===== config.mk =====
export PLATFORM = sky130hd
export DESIGN_NAME = utf8_to_unicode_escape_unit
export DESIGN_NICKNAME = d
export VERILOG_FILES = /design/src/sv/u8e_pkg.sv /design/src/sv/utf8_to_unicode_escape_unit.sv /design/src/sv/u8e_decode.sv /design/src/sv/u8e_emit.sv
export SDC_FILE = /design/constraint.sdc
export NUM_CORES = 1
export LEC_CHECK = 0
export BUFFER_PORTS_ARGS = -buffer_cell sky130_fd_sc_hd__buf_2
export CORE_MARGIN = 1
export CORE_UTILIZATION = 60
export CTS_CLUSTER_SIZE = 25
export DETAILED_ROUTE_END_ITERATION = 8
export PLACE_DENSITY = 0.79
export SYNTH_ARGS = -nofsm -noshare
export SYNTH_HDL_FRONTEND = slang
export SYNTH_SLANG_ARGS = --single-unit

===== constraint.sdc =====
create_clock -name clk -period 6 [get_ports clk]
set_input_delay 0.6 -clock clk [delete_from_list [all_inputs] [get_ports clk]]
set_output_delay 0.6 -clock clk [all_outputs]
set_load 0.05 [all_outputs]

===== src/sv/u8e_pkg.sv =====
`default_nettype none

package u8e_pkg;

    localparam int unsigned ACCUM_W   = 31;
    localparam int unsigned RUN_LEN_W = 4;

    localparam logic [7:0] CHAR_BACKSLASH = 8'h5C;
    localparam logic [7:0] CHAR_U         = 8'h75;
    localparam logic [7:0] CHAR_ZERO      = 8'h30;
    localparam logic [7:0] CHAR_NINE      = 8'h39;
    localparam logic [7:0] CHAR_A_LOWER   = 8'h61;
    localparam logic [7:0] CHAR_F_LOWER   = 8'h66;

    localparam logic [RUN_LEN_W-1:0] RUN_LEN_RAW   = 4'd1;
    localparam logic [RUN_LEN_W-1:0] RUN_LEN_HEX4  = 4'd6;
    localparam logic [RUN_LEN_W-1:0] RUN_LEN_HEX6  = 4'd8;
    localparam logic [RUN_LEN_W-1:0] RUN_LEN_HEX8  = 4'd10;

    localparam logic ESCAPE_ENABLE_RESET = 1'b1;

    typedef struct packed {
        logic [7:0] text_byte;
        logic       end_of_text;
    } text_beat_t;

    typedef struct packed {
        logic [7:0] out_char;
        logic       last_of_run;
        logic       malformed;
    } char_beat_t;

    typedef struct packed {
        logic [2:0]         bytes_remaining;
        logic [2:0]         sequence_length;
        logic [ACCUM_W-1:0] code_point_accum;
        logic               bad_continuation_seen;
    } seq_state_t;

    typedef struct packed {
        logic                 escape;
        logic [ACCUM_W-1:0]   code;
        logic [RUN_LEN_W-1:0] run_len;
        logic                 malformed;
    } run_t;

    function automatic logic [7:0] hex_char(input logic [3:0] nib);
        logic [7:0] ext;
        ext = {4'h0, nib};
        if (nib < 4'd10)
        begin
            hex_char = ext + CHAR_ZERO;
        end
        else
        begin
            hex_char = ext + (CHAR_A_LOWER - 8'd10);
        end
    endfunction

endpackage

`default_nettype wire


===== src/sv/utf8_to_unicode_escape_unit.sv =====
// A text beat that yields chars loads the run register; its first char beat
// is then registered in the output register. Throughput: one text beat per
// cycle for passed-through bytes unless char_stall holds the output; an escape
// emits 6, 8 or 10 char beats from the run register while text stalls. Bytes
// in a sequence before its last emit nothing. Reset (rst_n low,
// asynchronous): sequence state idle, no pending chars, escape_enable set.
`default_nettype none

module utf8_to_unicode_escape_unit (
    input  wire logic                 clk,
    input  wire logic                 rst_n,
    input  wire logic                 text_valid,
    output logic                      text_stall,
    input  wire u8e_pkg::text_beat_t  text_beat,
    output logic                      char_valid,
    input  wire logic                 char_stall,
    output u8e_pkg::char_beat_t       char_beat,
    input  wire logic                 cfg_valid,
    output logic                      cfg_ready,
    input  wire logic                 cfg_data
);

    logic                  enable_reg, enable_next;
    u8e_pkg::seq_state_t   state_reg, state_next, dec_state;
    logic                  dec_run_valid;
    u8e_pkg::run_t         dec_run;
    logic                  load_ok;
    logic                  accept;

    assign cfg_ready   = 1'b1;
    assign enable_next = (cfg_valid && cfg_ready) ? cfg_data : enable_reg;
    assign text_stall  = !load_ok;
    assign accept      = text_valid && load_ok;
    assign state_next  = accept ? dec_state : state_reg;

    u8e_decode u_decode (
        .enable     (enable_reg),
        .state      (state_reg),
        .beat       (text_beat),
        .state_next (dec_state),
        .run_valid  (dec_run_valid),
        .run        (dec_run)
    );

    u8e_emit u_emit (
        .clk        (clk),
        .rst_n      (rst_n),
        .load       (accept && dec_run_valid),
        .run_in     (dec_run),
        .load_ok    (load_ok),
        .char_valid (char_valid),
        .char_stall (char_stall),
        .char_beat  (char_beat)
    );

    always_ff @(posedge clk or negedge rst_n)
    begin
        if (!rst_n)
        begin
            enable_reg <= u8e_pkg::ESCAPE_ENABLE_RESET;
            state_reg  <= '0;
        end
        else
        begin
            enable_reg <= enable_next;
            state_reg  <= state_next;
        end
    end

    a_eot_idle: assert property (@(posedge clk) disable iff (!rst_n)
        text_valid && !text_stall && text_beat.end_of_text
        |=> state_reg.bytes_remaining == 3'd0)
        else $error("sequence state not idle after end of text");

    a_run_continues: assert property (@(posedge clk) disable iff (!rst_n)
        char_valid && !char_stall && !char_beat.last_of_run |=> char_valid)
        else $error("escape run broken before its last char");

    a_escape_chars: assert property (@(posedge clk) disable iff (!rst_n)
        char_valid && !char_beat.last_of_run
        |-> (char_beat.out_char == u8e_pkg::CHAR_BACKSLASH)
            || (char_beat.out_char == u8e_pkg::CHAR_U)
            || ((char_beat.out_char >= u8e_pkg::CHAR_ZERO)
                && (char_beat.out_char <= u8e_pkg::CHAR_NINE))
            || ((char_beat.out_char >= u8e_pkg::CHAR_A_LOWER)
                && (char_beat.out_char <= u8e_pkg::CHAR_F_LOWER)))
        else $error("non-final char of a run is not an escape char");

    a_stall_busy: assert property (@(posedge clk) disable iff (!rst_n)
        text_stall |-> char_valid || $past(text_valid && !text_stall))
        else $error("text stalled with no run pending");

endmodule

`default_nettype wire


===== src/sv/u8e_decode.sv =====
`default_nettype none

module u8e_decode (
    input  wire logic               enable,
    input  wire u8e_pkg::seq_state_t state,
    input  wire u8e_pkg::text_beat_t beat,
    output u8e_pkg::seq_state_t      state_next,
    output logic                     run_valid,
    output u8e_pkg::run_t            run
);

    always_comb
    begin
        logic [7:0]                     b;
        logic [2:0]                     len;
        logic [u8e_pkg::ACCUM_W-1:0]    init;
        logic [u8e_pkg::ACCUM_W-1:0]    acc;
        logic [2:0]                     rem;
        logic                           bad;
        logic                           lead;

        b          = beat.text_byte;
        len        = 3'd0;
        init       = '0;
        lead       = 1'b1;
        acc        = {state.code_point_accum[u8e_pkg::ACCUM_W-7:0], b[5:0]};
        rem        = state.bytes_remaining - 3'd1;
        bad        = state.bad_continuation_seen | (b[7:6] != 2'b10);
        state_next = state;
        run_valid  = 1'b0;
        run        = '0;

        if (b[7:5] == 3'b110)
        begin
            len  = 3'd2;
            init = u8e_pkg::ACCUM_W'(b[4:0]);
        end
        else if (b[7:4] == 4'b1110)
        begin
            len  = 3'd3;
            init = u8e_pkg::ACCUM_W'(b[3:0]);
        end
        else if (b[7:3] == 5'b11110)
        begin
            len  = 3'd4;
            init = u8e_pkg::ACCUM_W'(b[2:0]);
        end
        else if (b[7:2] == 6'b111110)
        begin
            len  = 3'd5;
            init = u8e_pkg::ACCUM_W'(b[1:0]);
        end
        else if (b[7:1] == 7'b1111110)
        begin
            len  = 3'd6;
            init = u8e_pkg::ACCUM_W'(b[0]);
        end
        else
        begin
            lead = 1'b0;
        end

        if (!enable)
        begin
            state_next = '0;
            run_valid  = 1'b1;
            run.code   = u8e_pkg::ACCUM_W'(b);
            run.run_len = u8e_pkg::RUN_LEN_RAW;
        end
        else if (state.bytes_remaining == 3'd0)
        begin
            if (!lead)
            begin
                run_valid   = 1'b1;
                run.code    = u8e_pkg::ACCUM_W'(b);
                run.run_len = u8e_pkg::RUN_LEN_RAW;
            end
            else if (beat.end_of_text)
            begin
                state_next = '0;
            end
            else
            begin
                state_next.bytes_remaining       = len - 3'd1;
                state_next.sequence_length       = len;
                state_next.code_point_accum      = init;
                state_next.bad_continuation_seen = 1'b0;
            end
        end
        else if (rem != 3'd0)
        begin
            if (beat.end_of_text)
            begin
                state_next = '0;
            end
            else
            begin
                state_next.bytes_remaining       = rem;
                state_next.code_point_accum      = acc;
                state_next.bad_continuation_seen = bad;
            end
        end
        else
        begin
            state_next    = '0;
            run_valid     = 1'b1;
            run.escape    = 1'b1;
            run.code      = acc;
            run.malformed = bad;
            if (state.sequence_length <= 3'd3)
            begin
                run.run_len = u8e_pkg::RUN_LEN_HEX4;
            end
            else if (state.sequence_length == 3'd4)
            begin
                run.run_len = u8e_pkg::RUN_LEN_HEX6;
            end
            else
            begin
                run.run_len = u8e_pkg::RUN_LEN_HEX8;
            end
        end
    end

endmodule

`default_nettype wire


===== src/sv/u8e_emit.sv =====
`default_nettype none

module u8e_emit (
    input  wire logic                clk,
    input  wire logic                rst_n,
    input  wire logic                load,
    input  wire u8e_pkg::run_t       run_in,
    output logic                     load_ok,
    output logic                     char_valid,
    input  wire logic                char_stall,
    output u8e_pkg::char_beat_t      char_beat
);

    logic                              run_valid_reg, run_valid_next;
    u8e_pkg::run_t                     run_reg, run_next;
    logic [u8e_pkg::RUN_LEN_W-1:0]     idx_reg, idx_next;
    logic                              out_valid_reg, out_valid_next;
    u8e_pkg::char_beat_t               out_reg, out_next;

    logic                              out_free;
    logic                              advance;
    logic                              run_last;
    logic [u8e_pkg::RUN_LEN_W-1:0]     pos;
    logic [31:0]                       code_ext;
    logic [3:0]                        nib;
    logic [7:0]                        ch;

    assign out_free = !out_valid_reg || !char_stall;
    assign advance  = run_valid_reg && out_free;
    assign run_last = (idx_reg == (run_reg.run_len - u8e_pkg::RUN_LEN_W'(1)));
    assign load_ok  = !run_valid_reg || (advance && run_last);

    assign pos      = run_reg.run_len - u8e_pkg::RUN_LEN_W'(1) - idx_reg;
    assign code_ext = {1'b0, run_reg.code};
    assign nib      = code_ext[pos[2:0]*4 +: 4];

    always_comb
    begin
        if (!run_reg.escape)
        begin
            ch = run_reg.code[7:0];
        end
        else if (idx_reg == u8e_pkg::RUN_LEN_W'(0))
        begin
            ch = u8e_pkg::CHAR_BACKSLASH;
        end
        else if (idx_reg == u8e_pkg::RUN_LEN_W'(1))
        begin
            ch = u8e_pkg::CHAR_U;
        end
        else
        begin
            ch = u8e_pkg::hex_char(nib);
        end
    end

    always_comb
    begin
        run_valid_next = run_valid_reg;
        run_next       = run_reg;
        idx_next       = idx_reg;
        out_next       = out_reg;
        out_valid_next = out_valid_reg && char_stall;

        if (advance)
        begin
            out_valid_next        = 1'b1;
            out_next.out_char     = ch;
            out_next.last_of_run  = run_last;
            out_next.malformed    = run_reg.malformed;
            idx_next              = idx_reg + u8e_pkg::RUN_LEN_W'(1);
            if (run_last)
            begin
                run_valid_next = 1'b0;
            end
        end

        if (load)
        begin
            run_valid_next = 1'b1;
            run_next       = run_in;
            idx_next       = '0;
        end
    end

    always_ff @(posedge clk or negedge rst_n)
    begin
        if (!rst_n)
        begin
            run_valid_reg <= 1'b0;
            out_valid_reg <= 1'b0;
            idx_reg       <= '0;
        end
        else
        begin
            run_valid_reg <= run_valid_next;
            out_valid_reg <= out_valid_next;
            idx_reg       <= idx_next;
        end
    end

    always_ff @(posedge clk)
    begin
        run_reg <= run_next;
        out_reg <= out_next;
    end

    assign char_valid = out_valid_reg;
    assign char_beat  = out_reg;

endmodule

`default_nettype wire

==> impl_metrics.tcl, run 1 <==
set metrics [dict create \
    outcome "finished clean" \
    grt_pass1_vias 2720 \
    layout.area.seq_um2 2390 \
    synth_common_cells "edfxtp_1, dfrtp_1, inv_1" \
    path_class "flip-flop to flip-flop" \
    wire_per_inst_um 17.3 \
    hpwl_um 5910 \
    ys.flop_type "edfxtp_1" \
    cts_root_buffer "clkbuf_8" \
    min_path_type "input port to async pin" \
    finalSetupViolCount 0 \
    area_growth_pct 9.08 \
    insertion_delay_ps 360 \
    placed_area_um2 4460 \
    crit_slowest_cell "o31a_1" \
    clkTransAtPathRegs_ps 90 \
    final-instance-count-excl-fill 487 \
    cts_buffers 9 \
    dieArea_um2 7490 \
    slew-limit-headroom_pct 22.9 \
    fillCellCount 507 \
    yosysWarnings 0 \
    syn_nets 394 \
    multi_input_area_um2 1670 \
    yosys.area.top_type "edfxtp_1" \
    antenna_left 0 \
    fin_nets 413 \
    crit_fanout 29 \
    post-cts-setup-buffer-count 0 \
    clock-sinks 86 \
    largest_reg_flops 32 \
    tns_ps 0 \
    vias_per_cell 6.01 \
    ios 28 \
    num_rows 30 \
    cts_tree "built" \
    synth_cells 367 \
    place.gp.congestion 0.932 \
    drv_cap 0 \
    detail_route.wirelength_um 8450 \
    first_pass_iters 5 \
    synth_top_cell_area_share_pct 32.9 \
    drive_gt1_share_pct 16.6 \
    grt_max_degree 42 \
    synthArstFlopShare_pct 45.3 \
    ys_top_cells_by_area "edfxtp_1, dfrtp_1, mux4_2" \
    port_buffers 26 \
    synth_edf_count 47 \
    hold_buffers 0 \
    yosys_register_bits 86 \
    design_area_um2 4680 \
    worst_pin_slew_ps 1150 \
    gr-total-overflow 0 \
    synth_cell_type_count 52 \
    rsz0062_at_grt "false" \
    finClkSkew_ps 11.6 \
    grtUsageTotal_pct 24.9 \
    synth.most_common_cell "edfxtp_1" \
    synth_area_um2 4290 \
    vias 2927 \
    syn_avg_cell_area_um2 11.7 \
    hold_violations 0 \
    period_needed_ps 3260 \
    drc 0 \
    start_kind "flip-flop" \
    irDropWorstVdd_mv 0.182 \
    n_antenna_cell 0 \
    die_x_um 86.5 \
    fin_crit_sh_pct 54.3 \
    power_density_nw_per_um2 493 \
    power_leakage_nw 1.87 \
    drv_slew 0 \
    ys_seq_area_share_pct 55.7 \
    cts_resized 0 \
    antenna_found_initial 0 \
    clockBufferDepth 2 \
    grt_pass1_wl_um 13800 \
    drt_first_iter_violations 216 \
    critical_path_arrival_ps 3510 \
    place_inst 471 \
    die-height_um 86.5 \
    endpoint_kind "flip-flop" \
    design.core.area_um2 6830 \
    initial_core_util_pct 62.8 \
    crit_chain "inv_1 -> o31a_1 -> and2_1 -> buf_4 -> mux2_4" \
    clock.fmax_ghz 0.307 \
    max_stage_delay_ps 880 \
    h-tree-depth 3 \
    crit_required_ps 6250 \
]
[worst paths after layout]
check,start,to,slack [ps],cells after the start
setup / recovery,enable_reg$_DFFE_PN1P_,state_reg[36]$_DFFE_PN0P_,2740,5
hold / removal,rst_n,state_reg[25]$_DFFE_PN0P_,380,1
setup reg to reg,enable_reg$_DFFE_PN1P_,state_reg[36]$_DFFE_PN0P_,2740,5
hold reg to reg,u_emit.run_reg[0]$_SDFFCE_PP0P_,u_emit.char_beat[0]$_DFFE_PP_,430,0
max in group asynchronous,rst_n,state_reg[0]$_DFFE_PN0P_,5040,1
min in group clk,cfg_valid,enable_reg$_DFFE_PN1P_,400,2
[stage by stage]
step	power, mW	hold WS, ps	setup slack, ps	util [%]
floorplan	1.65	304	2810	-
global placement	1.83	407	2700	65.3
detailed placement	1.88	406	2630	65.3
CTS	2.31	397	2720	68.5
global route	2.44	423	2490	68.5
finish	2.31	379	2740	68.5
[power by group]
group	internal [mW]	leakage [nW]	switching, mW	total [mW]
registers	0.795	0.948	0.0840	0.879
logic	0.372	0.806	0.625	0.997
clock network	0.220	0.114	0.211	0.431
[critical path, delay by kind of cell (launching register included)]
kind | cells | cell delay [ps]
mux | 1 | 310
compound gates | 1 | 880
flops | 1 | 400
simple gates | 1 | 580
buf+inv | 2 | 970
[kinds of logic after synthesis]
logic type                 Yosys count  share of synthesized area, %
other                                1                        0.0875
AOI/OAI and AO/OA                   65                          10.1
and+or+nand+nor                    116                          14.1
xor gates and xnor gates             8                          2.45
muxes                               23                          8.11
adders and majority gates           12                          3.68
buffers and inverters               56                          5.72
DFF                                 86                          55.7
[routing by layer]
metal	share of wire (%)	GRT usage, %	vias to the layer above
li1	-	-	1387
met1	45	36.6	1409
met2	47	38.0	118
met3	6.6	4.76	13
met4	1.3	7.88	0
met5	0	0	-
[placed cells by master (no fill, tap or decap), types with 2 or more instances in the layout]
master / instances
buf_4: 4
xor2_1: 2
a22o_1: 2
o21ai_1: 21
clkinv_2: 2
and3_1: 5
nor2_1: 19
mux4_2: 7
nor3_1: 27
nand2b_1: 3
mux2i_1: 10
xnor2_1: 4
nand2_1: 16
a211oi_1: 4
nand3_1: 6
nand4_1: 23
inv_1: 34
a21oi_1: 8
o22a_1: 2
a21o_1: 2
o21ai_0: 4
nor2b_1: 3
a31oi_1: 3
buf_2: 26
ha_1: 11
and2_1: 10
dfrtp_1: 38
o211ai_1: 4
mux2_4: 6
a32o_1: 3
o21a_1: 2
edfxtp_1: 47
clkbuf_8: 9
[area by class of cell]
type	count	area share [%]
sequential	86	51.1
tap	96	2.57
timing repair buffer	30	3.42
clock inverter	6	1.42
multi-input combinational	225	35.6
inverter	34	2.73
clock buffer	10	3.18
No activity file was read; power rests on OpenSTA's default activity.
==> run 2, diff against run 1 <==
--- a/config.mk
+++ b/config.mk
@@ -7,10 +7,10 @@
 export LEC_CHECK = 0
 export BUFFER_PORTS_ARGS = -buffer_cell sky130_fd_sc_hd__buf_2
 export CORE_MARGIN = 1
-export CORE_UTILIZATION = 60
+export CORE_UTILIZATION = 54
 export CTS_CLUSTER_SIZE = 25
 export DETAILED_ROUTE_END_ITERATION = 8
-export PLACE_DENSITY = 0.79
+export PLACE_DENSITY = 0.75
 export SYNTH_ARGS = -nofsm -noshare
 export SYNTH_HDL_FRONTEND = slang
 export SYNTH_SLANG_ARGS = --single-unit
==> constraint.sdc (replaced) <==
create_clock -name clk -period 2.9 [get_ports clk]
set_input_delay 0.29 -clock clk [delete_from_list [all_inputs] [get_ports clk]]
set_output_delay 0.29 -clock clk [all_outputs]
set_load 0.05 [all_outputs]
==> run 2 against run 1 <==
Core utilization is 5.2 points lower; sequential power is 110% higher; non-clock buffer count is 18 higher; largest cell class unchanged; combinational power is 130% higher; final cell count is 4.9% higher; highest routed layer unchanged; critical path type unchanged; register-to-register slack worse by 2600 ps.
==> impl_metrics.tcl, run 2 (same netlist as run 1, synthesis figures left out) <==
set metrics [dict create \
    outcome "finished clean" \
    holdWs_ps 71.6 \
    crit_fanout 9 \
    drv_cap 0 \
    irDropWorstVdd_mv 0.360 \
    finClkSkew_ps 10.6 \
    path_class "flip-flop to flip-flop" \
    vias 3018 \
    final_core_util_pct 63.2 \
    grt_max_degree 42 \
    power_density_nw_per_um2 1030 \
    drv_slew 0 \
    clockBufferDepth 2 \
    h-tree-depth 3 \
    initial_core_util_pct 55.8 \
    min_path_type "input port to async pin" \
    worst_pin_slew_ps 938 \
    wire_per_inst_um 17.3 \
    cts_tree "built" \
    insertion_delay_ps 350 \
    crit_slowest_cell "fa_1" \
    dieArea_um2 8300 \
    vias_per_cell 5.91 \
    cp_top_family "adder cells" \
    fin_nets 431 \
    n_antenna_cell 0 \
    layout.cells.most_common "edfxtp_1" \
    antenna_found_initial 0 \
    crit_required_ps 3010 \
    grt_pass1_vias 2870 \
    clock.fmax_ghz 0.357 \
    port_buffers 26 \
    die-height_um 91.1 \
    finalSetupViolCount 0 \
    place_inst 491 \
    max_stage_delay_ps 520 \
    slew-limit-headroom_pct 37.5 \
    area_growth_pct 13.3 \
    cts_root_buffer "clkbuf_8" \
    drive_gt1_share_pct 21.0 \
    detail_route.wirelength_um 8870 \
    fillCellCount 626 \
    finalPower_mw 5.02 \
    ios 28 \
    largest_reg_flops 32 \
    endpoint_kind "flip-flop" \
    place.gp.congestion 0.935 \
    cts_buffers 9 \
    setup_ws_ps 100 \
    place_ws_ps 22.6 \
    antenna_left 0 \
    design.core.area_um2 7690 \
    grt_pass1_wl_um 14300 \
    drc 0 \
    hpwl_um 6010 \
    period_needed_ps 2800 \
    crit_chain "inv_2 -> ha_4 -> fa_1 -> buf_6 -> mux4_2 -> mux2_4 -> and4b_1 -> o32a_1" \
    start_kind "flip-flop" \
    clkTransAtPathRegs_ps 80 \
    die_x_um 91.1 \
    fin_crit_sh_pct 96.5 \
    mostFrequentLayoutCells "edfxtp_1, dfrtp_1, inv_1, nor3_1, buf_2" \
    hold_buffers 0 \
    num_rows 32 \
    hold_violations 0 \
    grtUsageTotal_pct 22.5 \
    critical_path_arrival_ps 2900 \
    gr-total-overflow 0 \
    power_leakage_nw 1.95 \
    clock-sinks 86 \
    final-instance-count-excl-fill 511 \
    first_pass_iters 5 \
    drt_first_iter_violations 292 \
    critPathBufInv 2 \
]
[run 2: changes by cell type in the layout (fill, tap and decap cells not counted), moves of 2 or more]
| cell | change |
|---|---|
| ha_1 | -3 |
| ha_2 | +2 |
| buf_4 | +14 |
| buf_6 | +2 |
| mux2i_1 | -2 |
| clkbuf_1 | +3 |
[run 2: path summary, 6_finish.rpt]
path,startpoint,end,slack (ps),depth (start not counted)
max in group asynchronous,rst_n,state_reg[34]$_DFFE_PN0P_,2230,1
min in group clk,cfg_valid,enable_reg$_DFFE_PN1P_,110,2
min reg2reg,u_emit.run_reg[0]$_SDFFCE_PP0P_,u_emit.char_beat[0]$_DFFE_PP_,420,0
min,rst_n,state_reg[19]$_DFFE_PN0P_,70,1
max reg2reg,u_emit.run_reg[1]$_SDFFCE_PN1P_,u_emit.char_beat[4]$_DFFE_PP_,100,8
max,u_emit.run_reg[1]$_SDFFCE_PN1P_,u_emit.char_beat[4]$_DFFE_PP_,100,8
[run 2: power breakdown]
| part | internal (mW) | switching [mW] |
|---|---|---|
| Clock | 0.452 | 0.412 |
| Sequential | 1.64 | 0.172 |
| Combinational | 0.988 | 1.35 |
[run 2: area by class of cell]
class / instances / area (µm²) / share of cell area, %
Tap cell: 102 / 128 / 2.63
Inverter: 34 / 128 / 2.63
Clock buffer: 13 / 160 / 3.30
Timing Repair Buffer: 48 / 313 / 6.44
Multi-Input combinational cell: 225 / 1700 / 35.0
Sequential cell: 86 / 2390 / 49.2
Clock inverter: 3 / 43.8 / 0.901
[run 2: layer usage]
| metal | wire length (µm) | vias to the layer above | GRT usage, % |
|---|---|---|---|
| li1 | - | 1409 | - |
| met1 | 3870 | 1473 | 31.6 |
| met2 | 4350 | 126 | 35.9 |
| met3 | 551 | 10 | 3.60 |
| met4 | 91 | 0 | 7.41 |
| met5 | 0 | - | 0 |
[run 2: per-stage QoR]
stage / instance area [µm²] / setup TNS, ps
floorplan: 4290 / 0
global placement: 4590 / 0
detailed placement: 4590 / 0
CTS: 4790 / 0
global route: 4860 / -13.6
finish: 4860 / 0
[run 2: timing repair]
action	4_1_cts	5_1_grt
pin swaps	0	2
endpoints found under the hold margin	0	0
endpoints found under the setup margin	1	4
buffers inserted	0	3
gates resized for setup	1	8
gates cloned	0	1
